<file path="config.mk">
export PLATFORM = sky130hd
export DESIGN_NAME = blpm_queue
export DESIGN_NICKNAME = d
export VERILOG_FILES = /design/src/rtl/core/blpm_pkg.sv /design/src/rtl/core/blpm_queue.sv
export SDC_FILE = /design/constraint.sdc
export NUM_CORES = 1
export LEC_CHECK = 0
export BUFFER_PORTS_ARGS = -buffer_cell sky130_fd_sc_hd__buf_2
export CORE_UTILIZATION = 51
export CTS_CLUSTER_DIAMETER = 40
export DETAILED_ROUTE_END_ITERATION = 12
export PLACE_DENSITY = 0.77
export SKIP_CTS_REPAIR_TIMING = 1
export SYNTH_ARGS = -nofsm -noshare
export SYNTH_HDL_FRONTEND = slang
export SYNTH_SLANG_ARGS = --single-unit
</file>
<file path="constraint.sdc">
create_clock -name aclk -period 3.65 [get_ports aclk]
set_input_delay 0.365 -clock aclk [delete_from_list [all_inputs] [get_ports aclk]]
set_output_delay 0.365 -clock aclk [all_outputs]
set_load 0.01 [all_outputs]
</file>
<file path="src/rtl/core/blpm_pkg.sv">
// ----------------------------------------------------------------------------
// blpm_pkg
// Shared widths, codes and types of the base/limit protected word memory.
// ----------------------------------------------------------------------------
package blpm_pkg;

    localparam int MEMORY_WORDS = 2048;
    localparam int ADDR_W       = $clog2(MEMORY_WORDS);

    localparam int DATA_W  = 27;
    localparam int LADDR_W = 13;
    localparam int PHYS_W  = LADDR_W + 1;
    localparam int BASE_W  = 11;
    localparam int LEN_W   = 12;
    localparam int RESV_W  = 12;
    localparam int CFG_W   = 12;
    localparam int CIDX_W  = 2;

    localparam int S_TDATA_W = 40;
    localparam int S_TUSER_W = 2;
    localparam int M_TDATA_W = 32;
    localparam int M_TUSER_W = 3;

    localparam logic [RESV_W-1:0] RESV_RESET = RESV_W'(300);

    localparam logic [CIDX_W-1:0] CFG_BASE = 2'd0;
    localparam logic [CIDX_W-1:0] CFG_LEN  = 2'd1;
    localparam logic [CIDX_W-1:0] CFG_RESV = 2'd2;

    localparam logic OP_READ  = 1'b0;
    localparam logic OP_WRITE = 1'b1;

    localparam logic [1:0] STATUS_OK     = 2'd0;
    localparam logic [1:0] STATUS_REGION = 2'd1;
    localparam logic [1:0] STATUS_BOUNDS = 2'd2;
    localparam logic [1:0] STATUS_PRIV   = 2'd3;

    localparam int QUEUE_DEPTH = 2;
    localparam int QPTR_W      = $clog2(QUEUE_DEPTH);
    localparam int QCNT_W      = $clog2(QUEUE_DEPTH + 1);

    typedef struct packed {
        logic              op;
        logic [ADDR_W-1:0] addr;
        logic [DATA_W-1:0] data;
        logic [1:0]        status;
        logic              irq;
    } access_t;

endpackage

</file>
<file path="src/rtl/core/blpm_queue.sv">
// ----------------------------------------------------------------------------
// blpm_queue
// Short FIFO of classified accesses between the front and the back.
// ----------------------------------------------------------------------------
module blpm_queue
    import blpm_pkg::*;
(
    input  logic    aclk,
    input  logic    aresetn,
    input  logic    push,
    input  access_t push_entry,
    output logic    full,
    input  logic    pop,
    output access_t head,
    output logic    empty
);

    access_t             slot_reg [QUEUE_DEPTH];
    logic [QPTR_W-1:0]   wr_ptr_reg;
    logic [QPTR_W-1:0]   rd_ptr_reg;
    logic [QCNT_W-1:0]   count_reg;

    assign full  = count_reg == QCNT_W'(QUEUE_DEPTH);
    assign empty = count_reg == '0;
    assign head  = slot_reg[rd_ptr_reg];

    always_ff @(posedge aclk) begin
        if (push) begin
            slot_reg[wr_ptr_reg] <= push_entry;
        end
    end

    always_ff @(posedge aclk) begin
        if (!aresetn) begin
            wr_ptr_reg <= '0;
            rd_ptr_reg <= '0;
            count_reg  <= '0;
        end else begin
            if (push) begin
                wr_ptr_reg <= (wr_ptr_reg == QPTR_W'(QUEUE_DEPTH - 1)) ? '0 : wr_ptr_reg + 1'b1;
            end
            if (pop) begin
                rd_ptr_reg <= (rd_ptr_reg == QPTR_W'(QUEUE_DEPTH - 1)) ? '0 : rd_ptr_reg + 1'b1;
            end
            if (push && !pop) begin
                count_reg <= count_reg + 1'b1;
            end else if (pop && !push) begin
                count_reg <= count_reg - 1'b1;
            end
        end
    end

endmodule

</file>
# After elaboration in Yosys (flattened, before gate mapping)
# Memory sizes are Yosys's and may differ from the RTL's. A register that Yosys moved wholly into a read port is not among the register bits.
# Index checks and enable logic that the tools add are counted.
totals:
  regBits: 4
  ramBits: 84
  inputBits: 46
  output_inout_bits: 44
  wordCells: 23
  mem_count: 1
mem_list:
  columns: ["name", "words", "word_bits", "read_ports", "rd_clocked_by_memory_dff", "wr", "line", "text"]
  rows:
  - ["slot_reg", 2, 42, 1, 1, 1, "blpm_queue.sv:18", "access_t slot_reg [QUEUE_DEPTH];"]
op_classes:
  n_addsub: 4
  eq_ne: 1
  muxes: 8
  n_reduce_logical: 6
ops:
  columns: ["op", "n"]
  rows:
  - ["1-bit 2-to-1 mux", 6]
  - ["2-bit 2-to-1 mux", 2]
  - ["1-bit adder, second input constant", 2]
  - ["2-bit by 1-bit adder with 2-bit output, second input constant", 1]
  - ["2-bit == test, second input constant", 1]
  - ["1-bit logical AND", 2]
  - ["1-bit zero test", 2]
  - ["2-bit zero test", 1]
  - ["2-bit nonzero test", 1]
  - ["2-bit by 1-bit subtractor with 2-bit output, second input constant", 1]

# Logic depth before layout (Yosys ltp)
depth:
  depth_word: 4
  depth_mapped: 5
  depth_no_buf: 5

# Worst setup path before layout
# No wires, ideal clock.
synth_path:
  path_kind: "input to register"
  startpoint: "input push"
  endpoint: "memory slot_reg[0][0] (netlist name), enable pin"
  t_arrival_ps: 2271
  path_slack_ps: 932
  cell_stages: 1
  path_buffers: 0
  cell_sequence: "nor2b_1"
synth_via:
  elab_chain_len: 2
synth_lines:
  columns: ["element", "line", "text"]
  rows:
  - ["start: declaration", "blpm_queue.sv:10", "input logic push,"]
  - ["1-bit 2-to-1 mux", "blpm_queue.sv:28", "if (push) begin"]
  - ["1-bit 2-to-1 mux (not written as such)", "blpm_queue.sv:29", "slot_reg[wr_ptr_reg] <= push_entry;"]
  - ["end: declaration", "blpm_queue.sv:18", null]
# Every way passes these cells.

==> results.cfg <==
[floorplan]
start_util_pct = 53.9
die_area_um2 = 6690
core_um2 = 6030
die_x_um = 81.8
die_h_um = 81.8
rows = 28
ios = 90

[finish]
multi_input_area_um2 = 597
syn_to_final_growth_pct = 20.8
fin_area_um2 = 3930
drive_gt1_share_pct = 57.9
largest_register_ffs = 84
seqCellArea_um2 = 2620
fin_cells = 329
antenna_cells = 0
n_fill_cell = 452
num-nets-final = 296

[routing]
antenna_left = 0
post_drt_wl_per_cell_um = 15.7
via_per_inst = 5.06
dr.pass1.iters = 4
drtIter0Drc = 78
routed-via-count = 1666
drc = 0
drt-total-wl_mm = 5.17

[worst_setup_path]
end_kind = output pin
path_cells = mux2_2 > buf_2
cpPeakStageDelay_ns = 1.01
crit_type = flip-flop to output pin
reg2reg_from = wr_ptr_reg
crit_fanout = 42
cp-start-kind = flip-flop
worstPathRequired_ns = 3.28
cp.arrival_ns = 1.92
cp_slowest_cell = dfxtp_2

[placement]
placed_cells = 313
placed_cell_area_um2 = 3770
port_buffers = 89
place_hpwl_mm = 3.31
place_congestion = 0.701

[min_path]
hold_path_class = input port to flip-flop
worstHoldStart = push_entry[40]

[clocking]
cts_buffers = 9
numClockSinks = 89
cts-root-buf = clkbuf_8
htree_levels = 3
clockBufferDepth = 2
cts_tree = built
insertion_delay_ns = 0.33
clk_pin_slew_ns = 0.08

[logic_synthesis]
syn_inst = 153
syn_area_um2 = 3250
synthesis.nets = 200
ys_seq_area_share_pct = 80.7
synth_cell_types = 17
synth_warnings = 0
synth_area_per_cell_um2 = 21.2
yosys_register_bits = 89

[power_and_ir_drop]
power_density_nw_per_um2 = 500
p_int_mw = 1.53
clockPowerShare_pct = 27.8
pwr-share-comb_pct = 10.7
switchingPower_mw = 0.434
finalPower_mw = 1.96
swShare_pct = 22.1
ir_worst_vdd_mv = 0.333
leakage_nw = 1.48
p_seq_share_pct = 61.6

[sta]
rsz0062_at_grt = false
clock_skew_ns = 0.00558
setup_tns_ns = 0
tightest_slew_ns = 1.03
post-route-period-util_pct = 62.6
relSlewSlack_pct = 31.4
fmax_mhz = 438
layout_min_cycle_time_ns = 2.28
final_hold_viol_count = 0
setup_violations = 0
slew_violations = 0

[grt]
grt_pass1_wl_mm = 7.59
antenna_found_initial = 0
grt_pass1_vias = 1564
grt_max_degree = 43
grtUsageTotal_pct = 16.2
globalRouteOverflowTotal = 0

[run]
maxCapViolations = 0

[outcome]
status = finished, final reports clean
-- Yosys cell counts, drive strengths merged --
cell,count,area (µm²)
nor2b,2,12.5
o21a,1,7.51
ha,1,12.5
xor2,2,17.5
xnor2,1,8.76
and2b,1,8.76
a21boi,1,7.51
dfxtp,5,100
o21ai,1,5.00
buf,5,35.0
mux2,42,473
or3,1,6.26
inv,1,3.75
and2,4,25.0
edfxtp,84,2520
nor2,1,3.75
-- layout make-up --
cell class / instances / area share (%)
repair buffers: 90 / 11.5
clock buffers: 12 / 3.44
clock inverters: 4 / 0.510
flip-flops and latches: 89 / 66.8
well taps: 75 / 2.39
inverters: 1 / 0.0956
multi-input cells: 58 / 15.2
-- path summary, 6_finish.rpt --
kind	end	slack [ns]	depth (start not counted)
worst min-delay path	slot_reg[1][40]	0.21	1
worst max register to register	slot_reg[0][0]	1.94	2
worst min register to register	count_reg[1]	0.53	2
worst max-delay path	head[22]	1.37	2
-- logic make-up (layout without fill, tap and decap cells) --
family | count (synthesis) | in the layout | synth area share, %
fa+ha+maj | 1 | 1 | 0.385
simple gates | 9 | 9 | 1.73
buf+inv | 6 | 107 | 1.19
compound gates | 3 | 3 | 0.616
flops | 89 | 89 | 80.7
mux | 42 | 42 | 14.6
xor+xnor | 3 | 3 | 0.809
-- placed cells by master (no fill, tap or decap) --
cell and count:
and2_1 3, clkinv_2 1, clkbuf_1 3, edfxtp_1 84
o21a_1 1, or3_1 1, clkbuf_8 9, xnor2_1 1
and2b_2 1, and2_2 1, ha_1 1, xor2_1 2
inv_1 1, buf_2 89, dfxtp_2 1, nor2b_1 1
dfxtp_1 4, buf_4 1, clkinvlp_4 1, mux2_2 42
clkinv_1 2, nor2b_4 1, a21boi_1 1, o21ai_0 1
nor2_1 1
-- worst max-delay path, delay by kind of cell (launching register included) --
family                 cells  cell delay, ns
flip-flops                 1            1.01
multiplexers               1            0.43
buffers and inverters      1            0.14
-- metrics by stage --
step / worst slack [ns] / hold WS [ns] / utilization (%)
2_1_floorplan: 0.932 / 0.464 / -
3_3_place_gp: 1.69 / 0.486 / 62.6
3_5_place_dp: 1.71 / 0.515 / 62.6
4_1_cts: 1.33 / 0.199 / 65.2
5_1_grt: 1.24 / 0.199 / 65.2
6_report: 1.37 / 0.213 / 65.2
-- per-layer routing --
layer  vias up  share of wire (%)  global-route usage, %
met3        12                5.8                   4.00
met4         0                2.1                   8.77
li1        786                  -                      -
met2        58                 48                   26.2
met1       810                 44                   20.0
met5         -                  0                      0
-- power by group through the flow --
stage               Sequential (mW)  Clock [mW]  Combinational, mW
floorplan                      1.21           0              0.139
global placement               1.23           0              0.208
detailed placement             1.23           0              0.212
CTS                            1.21       0.560              0.213
global route                   1.22       0.590              0.230
finish                         1.21       0.545              0.210
Power figures use the tool's default switching activity.
