## config.mk

```make
export PLATFORM = sky130hd
export DESIGN_NAME = blpm_front
export DESIGN_NICKNAME = d
export VERILOG_FILES = /design/src/rtl/core/blpm_pkg.sv /design/src/rtl/core/blpm_front.sv
export SDC_FILE = /design/constraint.sdc
export NUM_CORES = 1
export LEC_CHECK = 0
export ABC_AREA = 1
export ABC_CLOCK_PERIOD_IN_PS = 4700
export BUFFER_PORTS_ARGS = -buffer_cell sky130_fd_sc_hd__buf_2
export CAP_MARGIN = 40
export CORE_ASPECT_RATIO = 0.6
export CORE_MARGIN = 4
export CORE_UTILIZATION = 45
export DETAILED_ROUTE_END_ITERATION = 16
export PLACE_DENSITY = 0.75
export SYNTH_ARGS = -nofsm -noshare
export SYNTH_HDL_FRONTEND = slang
export SYNTH_SLANG_ARGS = --single-unit
```

## constraint.sdc

```tcl
create_clock -name aclk -period 4.7 [get_ports aclk]
set_clock_uncertainty 0.2 [all_clocks]
set_input_delay 0.94 -clock aclk [delete_from_list [all_inputs] [get_ports aclk]]
set_output_delay 0.94 -clock aclk [all_outputs]
set_load 0.02 [all_outputs]
```

## src/rtl/core/blpm_pkg.sv

```systemverilog
// ----------------------------------------------------------------------------
// blpm_pkg
// Shared widths, codes and types of the base/limit protected word memory.
// ----------------------------------------------------------------------------
package blpm_pkg;

    localparam int MEMORY_WORDS = 2048;
    localparam int ADDR_W       = $clog2(MEMORY_WORDS);

    localparam int DATA_W  = 27;
    localparam int LADDR_W = 13;
    localparam int PHYS_W  = LADDR_W + 1;
    localparam int BASE_W  = 11;
    localparam int LEN_W   = 12;
    localparam int RESV_W  = 12;
    localparam int CFG_W   = 12;
    localparam int CIDX_W  = 2;

    localparam int S_TDATA_W = 40;
    localparam int S_TUSER_W = 2;
    localparam int M_TDATA_W = 32;
    localparam int M_TUSER_W = 3;

    localparam logic [RESV_W-1:0] RESV_RESET = RESV_W'(300);

    localparam logic [CIDX_W-1:0] CFG_BASE = 2'd0;
    localparam logic [CIDX_W-1:0] CFG_LEN  = 2'd1;
    localparam logic [CIDX_W-1:0] CFG_RESV = 2'd2;

    localparam logic OP_READ  = 1'b0;
    localparam logic OP_WRITE = 1'b1;

    localparam logic [1:0] STATUS_OK     = 2'd0;
    localparam logic [1:0] STATUS_REGION = 2'd1;
    localparam logic [1:0] STATUS_BOUNDS = 2'd2;
    localparam logic [1:0] STATUS_PRIV   = 2'd3;

    localparam int QUEUE_DEPTH = 2;
    localparam int QPTR_W      = $clog2(QUEUE_DEPTH);
    localparam int QCNT_W      = $clog2(QUEUE_DEPTH + 1);

    typedef struct packed {
        logic              op;
        logic [ADDR_W-1:0] addr;
        logic [DATA_W-1:0] data;
        logic [1:0]        status;
        logic              irq;
    } access_t;

endpackage

```

## src/rtl/core/blpm_front.sv

```systemverilog
// ----------------------------------------------------------------------------
// blpm_front
// Configuration registers, input beat acceptance and access classification.
// ----------------------------------------------------------------------------
module blpm_front
    import blpm_pkg::*;
(
    input  logic                 aclk,
    input  logic                 aresetn,
    input  logic                 cfg_wr_en,
    input  logic [CIDX_W-1:0]    cfg_index,
    input  logic [CFG_W-1:0]     cfg_wdata,
    input  logic                 s_tvalid,
    output logic                 s_tready,
    input  logic [S_TDATA_W-1:0] s_tdata,
    input  logic [S_TUSER_W-1:0] s_tuser,
    input  logic                 clearing,
    input  logic                 q_full,
    output logic                 q_push,
    output access_t              q_entry
);

    logic [BASE_W-1:0]  base_reg;
    logic [LEN_W-1:0]   len_reg;
    logic [RESV_W-1:0]  resv_reg;

    logic [LADDR_W-1:0] laddr;
    logic               neg;
    logic               translate;
    logic [PHYS_W-1:0]  phys;
    logic               region_fail;
    logic               bounds_fail;
    logic               priv_fail;

    always_ff @(posedge aclk) begin
        if (!aresetn) begin
            base_reg <= '0;
            len_reg  <= '0;
            resv_reg <= RESV_RESET;
        end else if (cfg_wr_en) begin
            unique case (cfg_index)
                CFG_BASE: base_reg <= cfg_wdata[BASE_W-1:0];
                CFG_LEN:  len_reg  <= cfg_wdata[LEN_W-1:0];
                CFG_RESV: resv_reg <= cfg_wdata[RESV_W-1:0];
                default:  ;
            endcase
        end
    end

    assign laddr     = s_tdata[LADDR_W-1:0];
    assign neg       = laddr[LADDR_W-1];
    assign translate = (base_reg != '0) || (len_reg != '0);
    assign phys      = {laddr[LADDR_W-1], laddr} + PHYS_W'(base_reg);

    // non-negative logical address: phys >= base + len <=> logical >= len
    assign region_fail = neg || (translate && (laddr[LEN_W-1:0] >= len_reg));
    assign bounds_fail = phys >= PHYS_W'(MEMORY_WORDS);
    assign priv_fail   = s_tuser[1] && (phys < PHYS_W'(resv_reg));

    always_comb begin
        q_entry.op   = s_tuser[0];
        q_entry.addr = phys[ADDR_W-1:0];
        q_entry.data = s_tdata[LADDR_W +: DATA_W];
        if (region_fail) begin
            q_entry.status = STATUS_REGION;
            q_entry.irq    = translate;
        end else if (bounds_fail) begin
            q_entry.status = STATUS_BOUNDS;
            q_entry.irq    = 1'b0;
        end else if (priv_fail) begin
            q_entry.status = STATUS_PRIV;
            q_entry.irq    = 1'b1;
        end else begin
            q_entry.status = STATUS_OK;
            q_entry.irq    = 1'b0;
        end
    end

    assign s_tready = !clearing && !q_full;
    assign q_push   = s_tvalid && s_tready;

endmodule

```

# After elaboration in Yosys (flattened, before gate mapping)
# Cells that the tools add are included.
dict set report op_classes {
  magnitude_cmp 3
  shifts 0
  n_reduce_logical 14
  mul 0
  div_mod_pow 0
  add_sub_neg 1
  n_bitwise 0
  n_mux 3
  n_eq_ne 2
}
# cell count
set ops {}
lappend ops {{$add A13 B12 Y14} 1}
lappend ops {{$ge A14 B12 Y1 const B} 1}
lappend ops {{$lt A14 B12 Y1} 1}
lappend ops {{$ge A12 B12 Y1} 1}
lappend ops {{$reduce_bool A12 Y1} 1}
lappend ops {{$reduce_bool A11 Y1} 1}
lappend ops {{$mux W3} 3}
lappend ops {{$reduce_and A2 Y1} 3}
lappend ops {{$logic_and A1 B1 Y1} 4}
lappend ops {{$eq A2 B1 Y1 const B} 1}
lappend ops {{$eq A2 B2 Y1 const B} 1}
lappend ops {{$logic_not A1 Y1} 2}
lappend ops {{$logic_not A2 Y1} 1}
lappend ops {{$logic_or A1 B1 Y1} 2}
dict set report totals {
  n_memories 0
  out_inout_bits 44
  wordCells 26
  latchBits 0
  regBits 35
  inputBits 62
  romBits 0
  ramBits 0
}

# Depth between registers and ports, before layout
dict set report logic_depth {
  word_depth 6
  mapped_depth 18
  ltp_nobuf 18
}

# Worst setup path after synthesis
# Ideal clock, no wire load.
dict set report synth_path {
  path_type {input port to output port}
  startpoint {in s_tdata[0]}
  endpoint {out q_entry[2] in the netlist's numbering}
  t_required_ns 3.560
  arrival_time_ns 3.547
  setup_slack_ns 0.013
  cell_stages 15
  path_buffers 0
  path_cell_list {ha_1 -> inv_1 -> fa_1 -> nand3b_1 -> nand2_1 -> a21oi_2 -> o21ai_1 -> xor2_1 -> ha_1 -> nand2_1 -> o21a_1 -> nand2_1 -> nand2_1 -> nand4_1 -> a21oi_1}
}
# element line
set synth_lines {}
lappend synth_lines {{start: declaration} blpm_front.sv:15} ;# input logic [S_TDATA_W-1:0] s_tdata,
lappend synth_lines {{end: declaration} blpm_front.sv:20} ;# output access_t q_entry

==> results.cfg <==
[synthesis]
yosysWarnings = 0
synth.top_cell.area_share = 0.2574
ys_ff_latch = 35
ys.flop_type = dfxtp_1
synth_most_common_cell = nand2_1
synth_cell_type_count = 35
ys_seq_area_frac = 0.2574
synth-edff-count = 0
syn_avg_cell_area_um2 = 6.963
synthTopCellsByCount = 64 x nand2_1, 53 x inv_1, 38 x a21oi_1
syn_inst = 391
syn_nets = 488
synth_top_cell_by_area = dfxtp_1
async_reset_ff_frac = 0
synth_area_um2 = 2723
ys_top_cells_by_area = dfxtp_1 26%, ha_1 16%, nand2_1 8.8%, buf_4 7.7%, inv_1 7.3%

[clock_network]
root_buffer = clkbuf_8
cts.path.max_buffers = 2
clk_latency_ps = 300
clock_sinks = 35
cts_tree = yes
cts.clk_slew.worst_paths_ps = 80
cts_max_level = 2
cts_inserted_buffers = 5

[power]
power_per_cell_area_nw_per_um2 = 275.2
internal-power_w = 0.0005331
power_w = 0.0008318
p_comb_frac = 0.325
seqPwrFrac = 0.383
leakage_nw = 1.501
clock_power_share = 0.292
swShare = 0.3591
vdd_drop_max_mv = 0.1372
p_sw_w = 0.0002987

[placement]
gp_congestion = 0.9498
port_buffers = 49
dp.final_hpwl_um = 5655

[floorplanning]
die_w_um = 108.4
core-area_um2 = 5702
die_y_um = 68.25
pin_count = 106
rows = 21
die_area_um2 = 7399
start_util = 0.4775

[hold_path]
hp-class = flop to flop
hold_depth = 2

[cells_and_area]
n_fill_cell = 541
diodes = 0
final_nets = 511
area_growth_pct = 11.03
drive_above_1_share = 0.1976
final_util = 0.5302

[global_route]
grt_overflow = 0
grt_max_degree = 36
grt_pass1_vias = 2294
antenna_found_initial = 0
grt_usage = 0.1946
grt_pass1_wl_um = 11140

[detailed_routing]
vias_per_cell = 5.160
drt_iter0_drc = 163
drc_errors = 0
first_pass_iters = 4
wl_per_cell_um = 14.45
wirelength_um = 7151
final_antenna_net_count = 0
vias = 2554

[setup_path]
rr_worst_depth = 2
worst-endpoint-arrival_ps = 3460
cp-start-kind = primary input
r2r_setup_slack_ps = 3820
crit_required_ps = 3560
cp_max_fo = 4
critical_path_class = primary input to output pin
setup.worst_path.end_class = output pin

[flow_run]
maxCapViolCount = 0

[sta]
timing.fmax_ghz = 0.2174
period_share = 0.9789
tightest_slew_ps = 747.9
finalSetupViolCount = 0
final-max-slew-violation-count = 0
slew_headroom = 0.5000
period_needed_ps = 4601
hold_viol = 0

[status]
status = completed
## metal layers
| metal | vias to the layer above | global-route usage | share of wire |
|---|---|---|---|
| li1 | 1298 | - | - |
| met1 | 1159 | 0.2905 | 0.51 |
| met2 | 87 | 0.2823 | 0.41 |
| met3 | 10 | 0.04713 | 0.075 |
| met4 | 0 | 0.03780 | 0.0078 |
| met5 | - | 0 | 0 |
## stage by stage
| stage | TNS [ps] | setup slack, ps | area (um^2) | hold slack [ps] | instances |
|---|---|---|---|---|---|
| after floorplan | 0 | 13.41 | 2723 | 224.5 | 391 |
| final | 0 | 99.22 | 3023 | 265.9 | 495 |
| after CTS | 0 | 74.01 | 2938 | 266.9 | 494 |
| after global placement | 0 | 138.8 | 2834 | 238.5 | 485 |
| after global routing | -159.5 | -89.29 | 3023 | 290.3 | 495 |
| after detailed placement | 0 | 75.83 | 2839 | 255.9 | 486 |
## power groups by stage
stage,combinational (W),clock [W],sequential (W)
2_1_floorplan,0.000207,0,0.000324
3_3_place_gp,0.000246,0,0.000325
3_5_place_dp,0.000253,0,0.000325
4_1_cts,0.000254,0.000249,0.000318
5_1_grt,0.000304,0.000263,0.000321
6_report,0.000270,0.000243,0.000319
## worst paths after layout
check	startpoint	end
hold / removal	resv_reg[1]$_SDFFE_PN0P_	resv_reg[1]$_SDFFE_PN0P_
hold reg to reg	resv_reg[1]$_SDFFE_PN0P_	resv_reg[1]$_SDFFE_PN0P_
setup reg to reg	base_reg[0]$_SDFFE_PN0P_	base_reg[0]$_SDFFE_PN0P_
setup / recovery	s_tdata[3]	q_entry[0]
## critical path, cell delays in order
cell	delay [ps]
buf_2	130
ha_1	350
nand2_1	110
inv_1	60
a21oi_1	210
nand2_2	140
a31oi_4	180
xnor2_2	140
ha_1	270
a21oi_1	150
o21a_1	130
nand2_1	50
nand2_1	70
inv_1	40
nor2_1	150
nand3_1	110
nand2_1	70
buf_2	150
## layout by cell type, fill, tap and decap left out, types with 5 or more instances in the layout
| master | Yosys | final |
|---|---|---|
| nand2_1 | 64 | 62 |
| inv_1 | 53 | 53 |
| buf_2 | 1 | 48 |
| a21oi_1 | 38 | 37 |
| nor2_1 | 37 | 37 |
| dfxtp_1 | 35 | 35 |
| o21ai_0 | 33 | 33 |
| ha_1 | 34 | 32 |
| nand3_1 | 11 | 11 |
| nand4_1 | 7 | 7 |
| clkbuf_8 | 0 | 6 |
| xnor2_1 | 6 | 5 |
## logic make-up after synthesis
group,count (synthesis),synth area share
AO/OA/AOI/OAI,87,0.1728
AND/OR/NAND/NOR,132,0.2100
adder cells (fa/ha/maj),35,0.1636
XOR/XNOR,9,0.02895
flip-flops,35,0.2574
buffers and inverters,93,0.1673
## timing repair
action,in CTS,in global routing
resized for setup,0,16
setup buffers,0,1
setup endpoints to repair,0,3
hold buffers,0,0
## cell type report
| class | instances | area, um^2 | share of cell area |
|---|---|---|---|
| clock buffer | 6 | 82.58 | 0.02732 |
| clock inverter | 2 | 16.27 | 0.005381 |
| inverter | 57 | 214.0 | 0.07078 |
| multi-input combinational | 263 | 1639 | 0.5422 |
| sequential | 35 | 700.7 | 0.2318 |
| tap | 80 | 100.1 | 0.03311 |
| timing repair buffer | 52 | 270.3 | 0.08940 |
Power figures use the tool's default switching activity.
